## config.mk

```make
export PLATFORM = sky130hd
export DESIGN_NAME = cycle_segment_interlacement_test_unit
export DESIGN_NICKNAME = d
export VERILOG_FILES = /design/src/rtl/cstu_pkg.sv /design/src/rtl/cstu_window.sv /design/src/rtl/cycle_segment_interlacement_test_unit.sv
export SDC_FILE = /design/constraint.sdc
export NUM_CORES = 1
export LEC_CHECK = 0
export ABC_AREA = 1
export BUFFER_PORTS_ARGS = -buffer_cell sky130_fd_sc_hd__buf_2
export CAP_MARGIN = 5
export CORE_ASPECT_RATIO = 1.2
export CORE_MARGIN = 4
export CORE_UTILIZATION = 41
export DETAILED_ROUTE_END_ITERATION = 10
export MAX_ROUTING_LAYER = met4
export PLACE_DENSITY = 0.68
export SKIP_LAST_GASP = 1
export SYNTH_ARGS = -nofsm -noshare
export SYNTH_HDL_FRONTEND = slang
export SYNTH_SLANG_ARGS = --single-unit
```

## constraint.sdc

```tcl
create_clock -name clk -period 5.8 [get_ports clk]
set_input_delay 0.87 -clock clk [delete_from_list [all_inputs] [get_ports clk]]
set_output_delay 0.87 -clock clk [all_outputs]
set_load 0.02 [all_outputs]
```

## src/rtl/cstu_pkg.sv

```systemverilog
// Shared types and constants of the cycle segment interlacement test unit.
// No dependencies; imported by cstu_window and the top level.
`default_nettype none
package cstu_pkg;

    localparam int MAX_NODES = 64;
    localparam int NODE_W    = 6;
    localparam int ADDR_W    = (MAX_NODES > 1) ? $clog2(MAX_NODES) : 1;
    localparam int LABEL_W   = 7;
    localparam int HIT_DEPTH = 1 << LABEL_W;
    localparam int COUNT_W   = 7;
    localparam int SPAN_W    = COUNT_W + 1;
    localparam logic [COUNT_W-1:0] COUNT_MAX = '1;

    typedef enum logic [1:0] {
        OP_CLEAR = 2'd0,
        OP_MARK  = 2'd1,
        OP_NODE  = 2'd2,
        OP_HIT   = 2'd3
    } op_t;

    typedef enum logic [1:0] {
        ST_IDLE,
        ST_LOAD,
        ST_SCAN
    } state_t;

    typedef struct packed {
        op_t               operation;
        logic [NODE_W-1:0] node_index;
        logic              last;
    } in_item_t;

    typedef struct packed {
        logic conflict;
        logic bad_reference;
    } out_item_t;

    typedef struct packed {
        logic               clear;
        logic               set;
        logic [LABEL_W-1:0] label;
    } hit_ctrl_t;

endpackage
`default_nettype wire

```

## src/rtl/cstu_window.sv

```systemverilog
// Label hit set and the window test for one candidate window per cycle.
// Depends on cstu_pkg.
`default_nettype none
module cstu_window (
    input  wire logic                       clk,
    input  wire logic                       rst_n,
    input  wire cstu_pkg::hit_ctrl_t        ctrl,
    input  wire logic [cstu_pkg::COUNT_W-1:0] window_index,
    input  wire logic [cstu_pkg::COUNT_W-1:0] ref_count,
    output logic                            holds
);
    import cstu_pkg::*;

    logic [HIT_DEPTH-1:0] hits_reg;
    logic [HIT_DEPTH-1:0] hits_next;
    logic [HIT_DEPTH-1:0] window_mask;
    logic [SPAN_W-1:0]    span;
    logic [SPAN_W-1:0]    k_lo;
    logic [SPAN_W-1:0]    k_mid;
    logic [SPAN_W-1:0]    k_up;
    logic [SPAN_W-1:0]    k_hi;

    always_comb
    begin
        hits_next = hits_reg;
        if (ctrl.set)
        begin
            hits_next[ctrl.label] = 1'b1;
        end
        // a clear comes after any pending hit
        if (ctrl.clear)
        begin
            hits_next = '0;
        end
    end

    always_ff @(posedge clk or negedge rst_n)
    begin
        if (!rst_n)
        begin
            hits_reg <= '0;
        end
        else
        begin
            hits_reg <= hits_next;
        end
    end

    // window {k, k+1, (k+2) mod 2n} with k = 2 * window_index
    always_comb
    begin
        span  = {ref_count, 1'b0};
        k_lo  = {window_index, 1'b0};
        k_mid = k_lo + SPAN_W'(1);
        k_up  = k_lo + SPAN_W'(2);
        k_hi  = (k_up == span) ? '0 : k_up;
        for (int i = 0; i < HIT_DEPTH; i++)
        begin
            window_mask[i] = (SPAN_W'(i) == k_lo) || (SPAN_W'(i) == k_mid)
                          || (SPAN_W'(i) == k_hi);
        end
    end

    assign holds = ~|(hits_reg & ~window_mask);

endmodule
`default_nettype wire

```

## src/rtl/cycle_segment_interlacement_test_unit.sv

```systemverilog
// Top level of the cycle segment interlacement test unit.
// Depends on cstu_pkg and cstu_window.
//
// Items are taken when start is high and busy is low. Clear, mark, cycle-node
// and non-final hit items leave busy low, so they may be issued back to back.
// A hit item with last set raises busy: the load state waits for its label to
// come out of the registered label memory read, then the window scan tests one
// candidate window per cycle, stopping at the first window that holds all hits
// or after the last of the n windows for a reference with n attachments (no
// scan when the reference is bad). The result then appears on result for
// exactly one cycle with done high, in the same cycle busy drops; the receiver
// must take it then. The hit set is empty again after the result.
`default_nettype none
module cycle_segment_interlacement_test_unit (
    input  wire logic                 clk,
    input  wire logic                 rst_n,
    input  wire logic                 start,
    input  wire cstu_pkg::in_item_t   in_item,
    output logic                      busy,
    output logic                      done,
    output cstu_pkg::out_item_t       result
);
    import cstu_pkg::*;

    state_t             state_reg;
    state_t             state_next;
    logic [COUNT_W-1:0] ref_count_reg;
    logic [COUNT_W-1:0] ref_count_next;
    logic [COUNT_W-1:0] found_count_reg;
    logic [COUNT_W-1:0] found_count_next;
    logic [COUNT_W-1:0] window_reg;
    logic [COUNT_W-1:0] window_next;
    logic [MAX_NODES-1:0] mark_reg;
    logic [MAX_NODES-1:0] mark_next;
    logic               pend_reg;
    logic               pend_next;
    logic               done_reg;
    logic               done_next;
    out_item_t          result_reg;
    out_item_t          result_next;

    logic [LABEL_W-1:0] label_mem [MAX_NODES];
    logic [LABEL_W-1:0] rdata_reg;
    logic [LABEL_W-1:0] new_label;

    logic               accept;
    logic               in_range;
    logic [ADDR_W-1:0]  addr;
    logic               bad;
    logic               holds;
    logic               last_window;
    hit_ctrl_t          hit_ctrl;

    assign accept   = start && !busy;
    assign in_range = int'(in_item.node_index) < MAX_NODES;
    assign addr     = ADDR_W'(in_item.node_index);
    assign bad      = (ref_count_reg < COUNT_W'(2)) || (found_count_reg != ref_count_reg);
    assign last_window = (window_reg == ref_count_reg - COUNT_W'(1));

    // label of the next cycle node
    always_comb
    begin
        if (mark_reg[addr])
        begin
            new_label = {found_count_reg[COUNT_W-2:0], 1'b0};
        end
        else if (found_count_reg == '0)
        begin
            new_label = {ref_count_reg[COUNT_W-2:0], 1'b0} - LABEL_W'(1);
        end
        else
        begin
            new_label = {found_count_reg[COUNT_W-2:0], 1'b0} - LABEL_W'(1);
        end
    end

    // label memory: write on cycle nodes, read on hit items
    always_ff @(posedge clk)
    begin
        if (accept && in_range && in_item.operation == OP_NODE)
        begin
            label_mem[addr] <= new_label;
        end
        if (accept && in_item.operation == OP_HIT)
        begin
            rdata_reg <= label_mem[addr];
        end
    end

    // reference marks and counts
    always_comb
    begin
        mark_next        = mark_reg;
        ref_count_next   = ref_count_reg;
        found_count_next = found_count_reg;
        pend_next        = 1'b0;
        if (accept)
        begin
            case (in_item.operation)
                OP_CLEAR:
                begin
                    mark_next        = '0;
                    ref_count_next   = '0;
                    found_count_next = '0;
                end
                OP_MARK:
                begin
                    if (in_range && !mark_reg[addr])
                    begin
                        mark_next[addr] = 1'b1;
                        if (ref_count_reg != COUNT_MAX)
                        begin
                            ref_count_next = ref_count_reg + COUNT_W'(1);
                        end
                    end
                end
                OP_NODE:
                begin
                    if (in_range && mark_reg[addr] && found_count_reg != COUNT_MAX)
                    begin
                        found_count_next = found_count_reg + COUNT_W'(1);
                    end
                end
                OP_HIT:
                begin
                    pend_next = in_range;
                end
                default:
                begin
                    pend_next = 1'b0;
                end
            endcase
        end
    end

    // next state
    always_comb
    begin
        state_next = state_reg;
        case (state_reg)
            ST_IDLE:
            begin
                if (accept && in_item.operation == OP_HIT && in_item.last)
                begin
                    state_next = ST_LOAD;
                end
            end
            ST_LOAD:
            begin
                state_next = bad ? ST_IDLE : ST_SCAN;
            end
            ST_SCAN:
            begin
                if (holds || last_window)
                begin
                    state_next = ST_IDLE;
                end
            end
            default:
            begin
                state_next = ST_IDLE;
            end
        endcase
    end

    // outputs and hit control
    always_comb
    begin
        done_next      = 1'b0;
        result_next    = '0;
        window_next    = '0;
        hit_ctrl.set   = pend_reg;
        hit_ctrl.label = rdata_reg;
        hit_ctrl.clear = 1'b0;
        case (state_reg)
            ST_IDLE:
            begin
                hit_ctrl.clear = accept && in_item.operation == OP_CLEAR;
            end
            ST_LOAD:
            begin
                if (bad)
                begin
                    done_next                 = 1'b1;
                    result_next.bad_reference = 1'b1;
                    hit_ctrl.clear            = 1'b1;
                end
            end
            ST_SCAN:
            begin
                if (holds)
                begin
                    done_next      = 1'b1;
                    hit_ctrl.clear = 1'b1;
                end
                else if (last_window)
                begin
                    done_next            = 1'b1;
                    result_next.conflict = 1'b1;
                    hit_ctrl.clear       = 1'b1;
                end
                else
                begin
                    window_next = window_reg + COUNT_W'(1);
                end
            end
            default:
            begin
                hit_ctrl.clear = 1'b1;
            end
        endcase
    end

    always_ff @(posedge clk or negedge rst_n)
    begin
        if (!rst_n)
        begin
            state_reg       <= ST_IDLE;
            mark_reg        <= '0;
            ref_count_reg   <= '0;
            found_count_reg <= '0;
            window_reg      <= '0;
            pend_reg        <= 1'b0;
            done_reg        <= 1'b0;
        end
        else
        begin
            state_reg       <= state_next;
            mark_reg        <= mark_next;
            ref_count_reg   <= ref_count_next;
            found_count_reg <= found_count_next;
            window_reg      <= window_next;
            pend_reg        <= pend_next;
            done_reg        <= done_next;
        end
    end

    always_ff @(posedge clk)
    begin
        result_reg <= result_next;
    end

    cstu_window u_window (
        .clk          (clk),
        .rst_n        (rst_n),
        .ctrl         (hit_ctrl),
        .window_index (window_reg),
        .ref_count    (ref_count_reg),
        .holds        (holds)
    );

    assign busy   = (state_reg != ST_IDLE);
    assign done   = done_reg;
    assign result = result_reg;

    a_done_idle: assert property (@(posedge clk) disable iff (!rst_n)
        done |-> !busy)
        else $error("result strobe while busy");

    a_last_busy: assert property (@(posedge clk) disable iff (!rst_n)
        (accept && in_item.operation == OP_HIT && in_item.last) |=> busy)
        else $error("final hit item did not start the test");

    a_scan_bound: assert property (@(posedge clk) disable iff (!rst_n)
        (state_reg == ST_SCAN) |-> (window_reg < ref_count_reg))
        else $error("window index beyond reference span");

    a_done_after_busy: assert property (@(posedge clk) disable iff (!rst_n)
        done |-> $past(busy))
        else $error("result strobe without a test");

endmodule
`default_nettype wire

```

## Word-level counts from Yosys, hierarchy flattened

Memory sizes are Yosys's and may differ from the RTL's. A register that Yosys moved wholly into a read port is not among the register bits.
Cells that the tools add are included.

- Bits in writable memories: 448
- Logic and storage cells: 614
- Bits in registers: 219
- Bits of input ports: 12
- Memories: 1
- Output and inout bits: 4

- Reductions and logical operators: 220
- Eq/ne operators: 332
- Muxes and demuxes: 34
- Bitwise gates (word level): 4
- Add/subtract/negate cells: 8
- Order comparisons: 5

Memory list:

| name | words | bits a word | read ports | clocked after Yosys merged registers in | write ports | RTL line | source |
|---|---|---|---|---|---|---|---|
| label_mem | 64 | 7 | 1 | 1 | 1 | cycle_segment_interlacement_test_unit.sv:42 | `logic [LABEL_W-1:0] label_mem [MAX_NODES];` |

Operator list:

| kind | number |
|---|---|
| $eq 7x8->1 const A | 128 |
| $eq 6x8->1 const A | 64 |
| $eq 5x8->1 const A | 32 |
| $mux 128 | 2 |
| $eq 6x7->1 const A | 32 |
| $logic_or 1x1->1 | 194 |
| $and 128x128->128 | 1 |
| $eq 4x8->1 const A | 16 |
| $not 128->128 | 1 |
| $or 128x128->128 | 1 |
| $pmux 64 s2 | 1 |
| $reduce_or 128->1 | 1 |
| $eq 5x7->1 const A | 16 |
| $eq 3x8->1 const A | 8 |
| $mux 64 | 1 |
| $or 64x64->64 | 1 |
| $eq 4x7->1 const A | 8 |
| $mux 7 | 8 |
| $eq 2x8->1 const A | 4 |
| $eq 3x7->1 const A | 4 |
| $pmux 7 s2 | 2 |
| $add 7x1->7 const B | 3 |
| $sub 7x1->7 const B | 3 |
| $eq 1x8->1 const A | 2 |
| other kinds (35) | 70 |

## Depth between registers and ports, before layout

- Depth in word-level cells: 12
- Gate-level depth with buffers: 29
- Mapped depth without buffers: 26

## By module

Synthesis repeated with hierarchy kept, for this count alone.

- Cell total of the unflattened synthesis: 3163
- Area, all modules: 30319.1 um2

By module, submodules not included:

| module | times used | area an instance (um2) | cells an instance | sequential area each (um2) |
|---|---|---|---|---|
| cycle_segment_interlacement_test_unit | 1 | 23334.9 | 2138 | 15930.3 |
| cstu_window | 1 | 6984.2 | 1025 | 3203.1 |

## Least setup slack after synthesis

No wires, ideal clock.

- Path kind: in2reg
- Start: input in_item[2] (netlist bit)
- End: memory label_mem[0][6] (data pin)
- Buffers on the path: 1
- Cell stages on the path: 14
- Library setup time: 0.701 ns
- Path slack: -0.526 ns
- Arrival time: 5.624 ns
- Data required time: 5.099 ns
- Path through: inv_1 nand3_1 clkinv_1 a22oi_1 o21ai_0 nor3_1 o21ai_0 nand2_1 nand2_1 nor2_1 and2_1 inv_1 clkbuf_1 o21ai_0

- Cells in the longest elaborated chain, start to end: 3

RTL lines:

| item | RTL line | source |
|---|---|---|
| start, declared | cycle_segment_interlacement_test_unit.sv:18 | `input wire cstu_pkg::in_item_t in_item,` |
| $bmux 1 s6 | cycle_segment_interlacement_test_unit.sv:63 | `if (mark_reg[addr])` |
| $mux 1 (not written as such) | cycle_segment_interlacement_test_unit.sv:63 |  |
| $mux 7 | cycle_segment_interlacement_test_unit.sv:63 |  |
| via new_label[6] | cycle_segment_interlacement_test_unit.sv:44 | `logic [LABEL_W-1:0] new_label;` |
| end, declared | cycle_segment_interlacement_test_unit.sv:42 |  |

The timed path passes the listed nets, and every way through them passes these cells. The select of a mux whose other input is x is not followed.

## Worst setup path after layout

- Start: register window_reg[0]
- End: register u_window.hits_reg[84]

- Cells in the longest elaborated chain, start to end: 11
- Elaborated cells on any way between the ends: 525
- Those cells by class: 2 x add/sub; 319 x eq/ne; 5 x mux; 2 x bitwise; 197 x reduce/logical

RTL lines:

| item | RTL line | source |
|---|---|---|
| start, declared | cycle_segment_interlacement_test_unit.sv:31 | `logic [COUNT_W-1:0] window_reg;` |
| start signal, assigned | cycle_segment_interlacement_test_unit.sv:232 | `window_reg <= window_next;` |
| $add 8x2->8 | cstu_window.sv:55 | `k_up = k_lo + SPAN_W'(2);` |
| $eq 8x8->1 | cstu_window.sv:56 | `k_hi = (k_up == span) ? '0 : k_up;` |
| $mux 8 | cstu_window.sv:56 |  |
| $eq 1x8->1, or another cell as far along | cstu_window.sv:60 | `\|\| (SPAN_W'(i) == k_hi);` |
| $logic_or 1x1->1 | cstu_window.sv:60 |  |
| $not 128->128 | cstu_window.sv:64 | `assign holds = ~\|(hits_reg & ~window_mask);` |
| $and 128x128->128 | cstu_window.sv:64 |  |
| $reduce_or 128->1 | cstu_window.sv:64 |  |
| $mux 1 * | cycle_segment_interlacement_test_unit.sv:191 | `if (holds)` |
| $pmux 1 s3 * | cycle_segment_interlacement_test_unit.sv:175 | `case (state_reg)` |
| $mux 128 / $reduce_bool 2->1 (equally long branches) | -- |  |
| end signal, assigned | cstu_window.sv:45 | `hits_reg <= hits_next;` |
| end, declared | cstu_window.sv:14 | `logic [HIT_DEPTH-1:0] hits_reg;` |

Every way passes the cells marked *; elsewhere a longest branch is shown, timed or not.
A chain may end at the register's enable or synchronous reset.

==> impl_results.md <==
* Max reg flops at 448
* Register area at 19100 um^2
* Post-synth ARST share at 32.2%
* # fillers at 6276
* Die Area at 74300 um^2
* Die H at 298 um
* Required @ worst endpoint at 6280 ps
* Share of layout cells above drive strength 1 at 12.2%
* H-tree levels at 3
* WL met1 at 31700 um
* Clk_skew at 25.0 ps
* Vias at 20300
* Distinct cells, synth at 54
* Hold Buf Count CTS at 0
* Root Driver: clkbuf_16
* Post-cts resize count at 0
* Antenna violations before repair at 3
* Routed vias/inst at 5.73
* Initial Util at 41.3%
* RSZ-0062 raised after global routing: false
* Peak supply drop at 0.283 mV
* CTS buffer count at 68
* Post-DP HPWL at 48600 um
* Lkg Pwr at 12.1 nW
* First-pass DRT Iterations at 6
* CP Capture Type: flop
* Hold Crit Class: in2async
* Area of the multi-input gates at 8660 um^2
* Largest cells by area after synthesis: edfxtp_1 (48%), dfrtp_1 (19%), nand2_1 (6.9%)
* Slew margin rel. at 8.37%
* Final setup margin at 1010 ps
* Synth Register Bits at 674
* Pin count of the biggest net entering global routing at 126
* Max Used Layer: met4
* CP Launch Point: window_reg[0]$_DFF_PN0_
* Post-synth EDFFs at 455
* TritonCTS clock tree: built
* F_max at 0.209 GHz
* Vias in the first global route at 19700
* Syn Area/Cell at 11.3 um^2
* Syn_nets at 2561
* Count of final setup violators at 0
* Synthesized instance count at 2536
* Max-slew violation count at 0
* Routed wl met2 at 38400 um
* Post-synthesis sequential area ratio at 66.7%
* Worst R2R Path Depth at 25
* Reg2reg start: window_reg[0]$_DFF_PN0_
* Total GRT Usage at 21.2%
* Core area at 69500 um^2
* Cell accounting for the most synthesized area: edfxtp_1
* Longest Clk Path Bufs at 3
* Power Dens Cells at 383 nW/um^2
* CP Launch Type: flop
* Gr ovfl total at 0
* Port Buffers at 15
* Die X at 249 um
* Crit path time final at 4790 ps
* Post-CTS Setup Inserts at 0
* Clk_lat worst skew at 610 ps
* First-pass GRT wire length at 120000 um
* Final ANT Viol Nets at 0
* Cell area after synthesis at 28700 um^2
* Outcome: finished, final reports clean
* Placed instance count at 3411
* Critical path type: reg2reg
* Share of Yosys cell area claimed by the top area cell type at 47.6%
* Reg-to-Reg End: u_window.hits_reg[84]$_DFFE_PN0P_
* Worst-path clk slew at 60 ps
* Per-cell routed wire length at 22.1 um
* Non-filler cells, final at 3536
* Main synth FF type: edfxtp_1
* Layout area overhead at 12.3%
* Synth Warn # at 0
* Final Hold Viols at 0
* Flop2flop setup slack at 1010 ps
* Max_cap viols at 0
* Pre-CTS setup slack at 976 ps
* Biggest fanout along the worst timing path at 44
* DRC at 0
* Critical path endpoint: u_window.hits_reg[84]$_DFFE_PN0P_
* Row Count at 106
* Fin crit share at 82.5%
* Clk sinks at 674
* Final GP Congestion at 0.922
* Initial DRC count at 2062
* Crit path arrival time at 5270 ps
* Least-Margin Pin Slew at 1370 ps
* Detailed-route wire length at 78200 um
* Net count reported at finish at 2589
* Routed wl met3 at 5270 um
* Boundary Pins at 16
## how the worst min path moves through the flow
stage                        startpoint                             end  slack (ps)  cells past startpoint
6_report                          rst_n  found_count_reg[0]$_DFFE_PN0P_         330                      1
5_1_grt                           rst_n  found_count_reg[1]$_DFFE_PN0P_         440                      1
4_1_cts                           rst_n  found_count_reg[1]$_DFFE_PN0P_         390                      1
3_5_place_dp   mark_reg[39]$_DFFE_PN0P_        mark_reg[39]$_DFFE_PN0P_         480                      1
3_3_place_gp   mark_reg[19]$_DFFE_PN0P_        mark_reg[19]$_DFFE_PN0P_         470                      1
2_1_floorplan  mark_reg[10]$_DFFE_PN0P_        mark_reg[10]$_DFFE_PN0P_         460                      1
## critical path: stages (launching register included)
cell and delay [ps]:
dfrtp_1 530, ha_1 300, inv_2 110, nor2_8 160
nand2_1 90, nand2_1 100, nand3_1 90, nand2_1 100
nor2_2 50, nand2_2 260, nand2_1 150, nor2_2 660
nand2_1 140, nand3_1 100, nand2_1 50, nor2_1 170
nand2_1 70, nor2_1 90, nand2_1 100, nor2_1 110
nand2_1 100, nand2_1 80, nand2_1 110, nand3_4 480
buf_12 350, nor2_1 80
## per-layer routing
layer | global-route usage, % | up-vias
met4 | 7.81 | 0
met1 | 27.2 | 10100
met2 | 34.4 | 840
li1 | - | 9179
met3 | 3.40 | 159
met5 | - | -
## through the flow
| step | TNS (ps) | total power (W) | cell area (um^2) | utilization, % | hold WS (ps) |
|---|---|---|---|---|---|
| finish | 0 | 0.0123 | 32200 | 46.4 | 331 |
| global route | 0 | 0.0128 | 32200 | 46.4 | 444 |
| CTS | 0 | 0.0124 | 32200 | 46.3 | 394 |
| detailed placement | 0 | 0.00803 | 30000 | 43.2 | 477 |
| floorplan | -98640 | 0.00745 | 28700 | - | 459 |
| global placement | 0 | 0.00797 | 30000 | 43.2 | 470 |
## power breakdown
part | leakage [nW] | switching [W] | internal [W]
combinational | 3.81 | 0.00160 | 0.000413
clock | 1.08 | 0.00183 | 0.00257
sequential | 7.17 | 0.0000684 | 0.00586
total | 12.1 | 0.00350 | 0.00885
## cells in the final DEF (no fill, tap or decap), types with 48 or more instances in the layout
cell type	count
nor3_1	110
a21oi_1	158
nor2_1	206
dfrtp_1	217
clkbuf_16	71
buf_4	71
a221oi_1	56
edfxtp_1	455
inv_1	75
o21a_1	57
nor2_2	77
a22oi_1	66
nand3_1	130
nand2_1	528
a22o_1	48
## area by class of cell
type,instances,share of cell area (%)
flip-flops and latches,674,59.4
multi-input cells,1636,26.9
well taps,918,3.57
repair buffers,91,2.18
inverters,93,1.08
clock inverters,22,0.796
diodes,1,0.00777
clock buffers,101,6.08
## synth_stat cells (4+ instances only)
library cell / count
nor4_1: 8
buf_1: 20
buf_6: 7
nand3_2: 7
xor2_1: 10
nand4_1: 46
dfrtp_1: 217
buf_2: 8
o21a_1: 57
inv_2: 4
buf_4: 4
a22o_1: 48
o21ai_0: 30
a22oi_1: 66
nor2_2: 77
a2111o_1: 4
a21oi_1: 158
clkbuf_1: 86
buf_12: 7
a31oi_1: 8
nor3_1: 117
a221oi_1: 56
ha_1: 13
o22ai_1: 23
nand2_1: 531
inv_1: 83
o41ai_1: 6
nand3_1: 130
clkinv_1: 6
nor2_1: 206
edfxtp_1: 455
## cell families after synthesis
group	synth area share, %
simple gates	17.5
flops	66.7
compound gates	11.2
buf+inv	3.66
xor+xnor	0.397
fa+ha+maj	0.567
mux	0.0349
No activity file was read; power rests on OpenSTA's default activity.
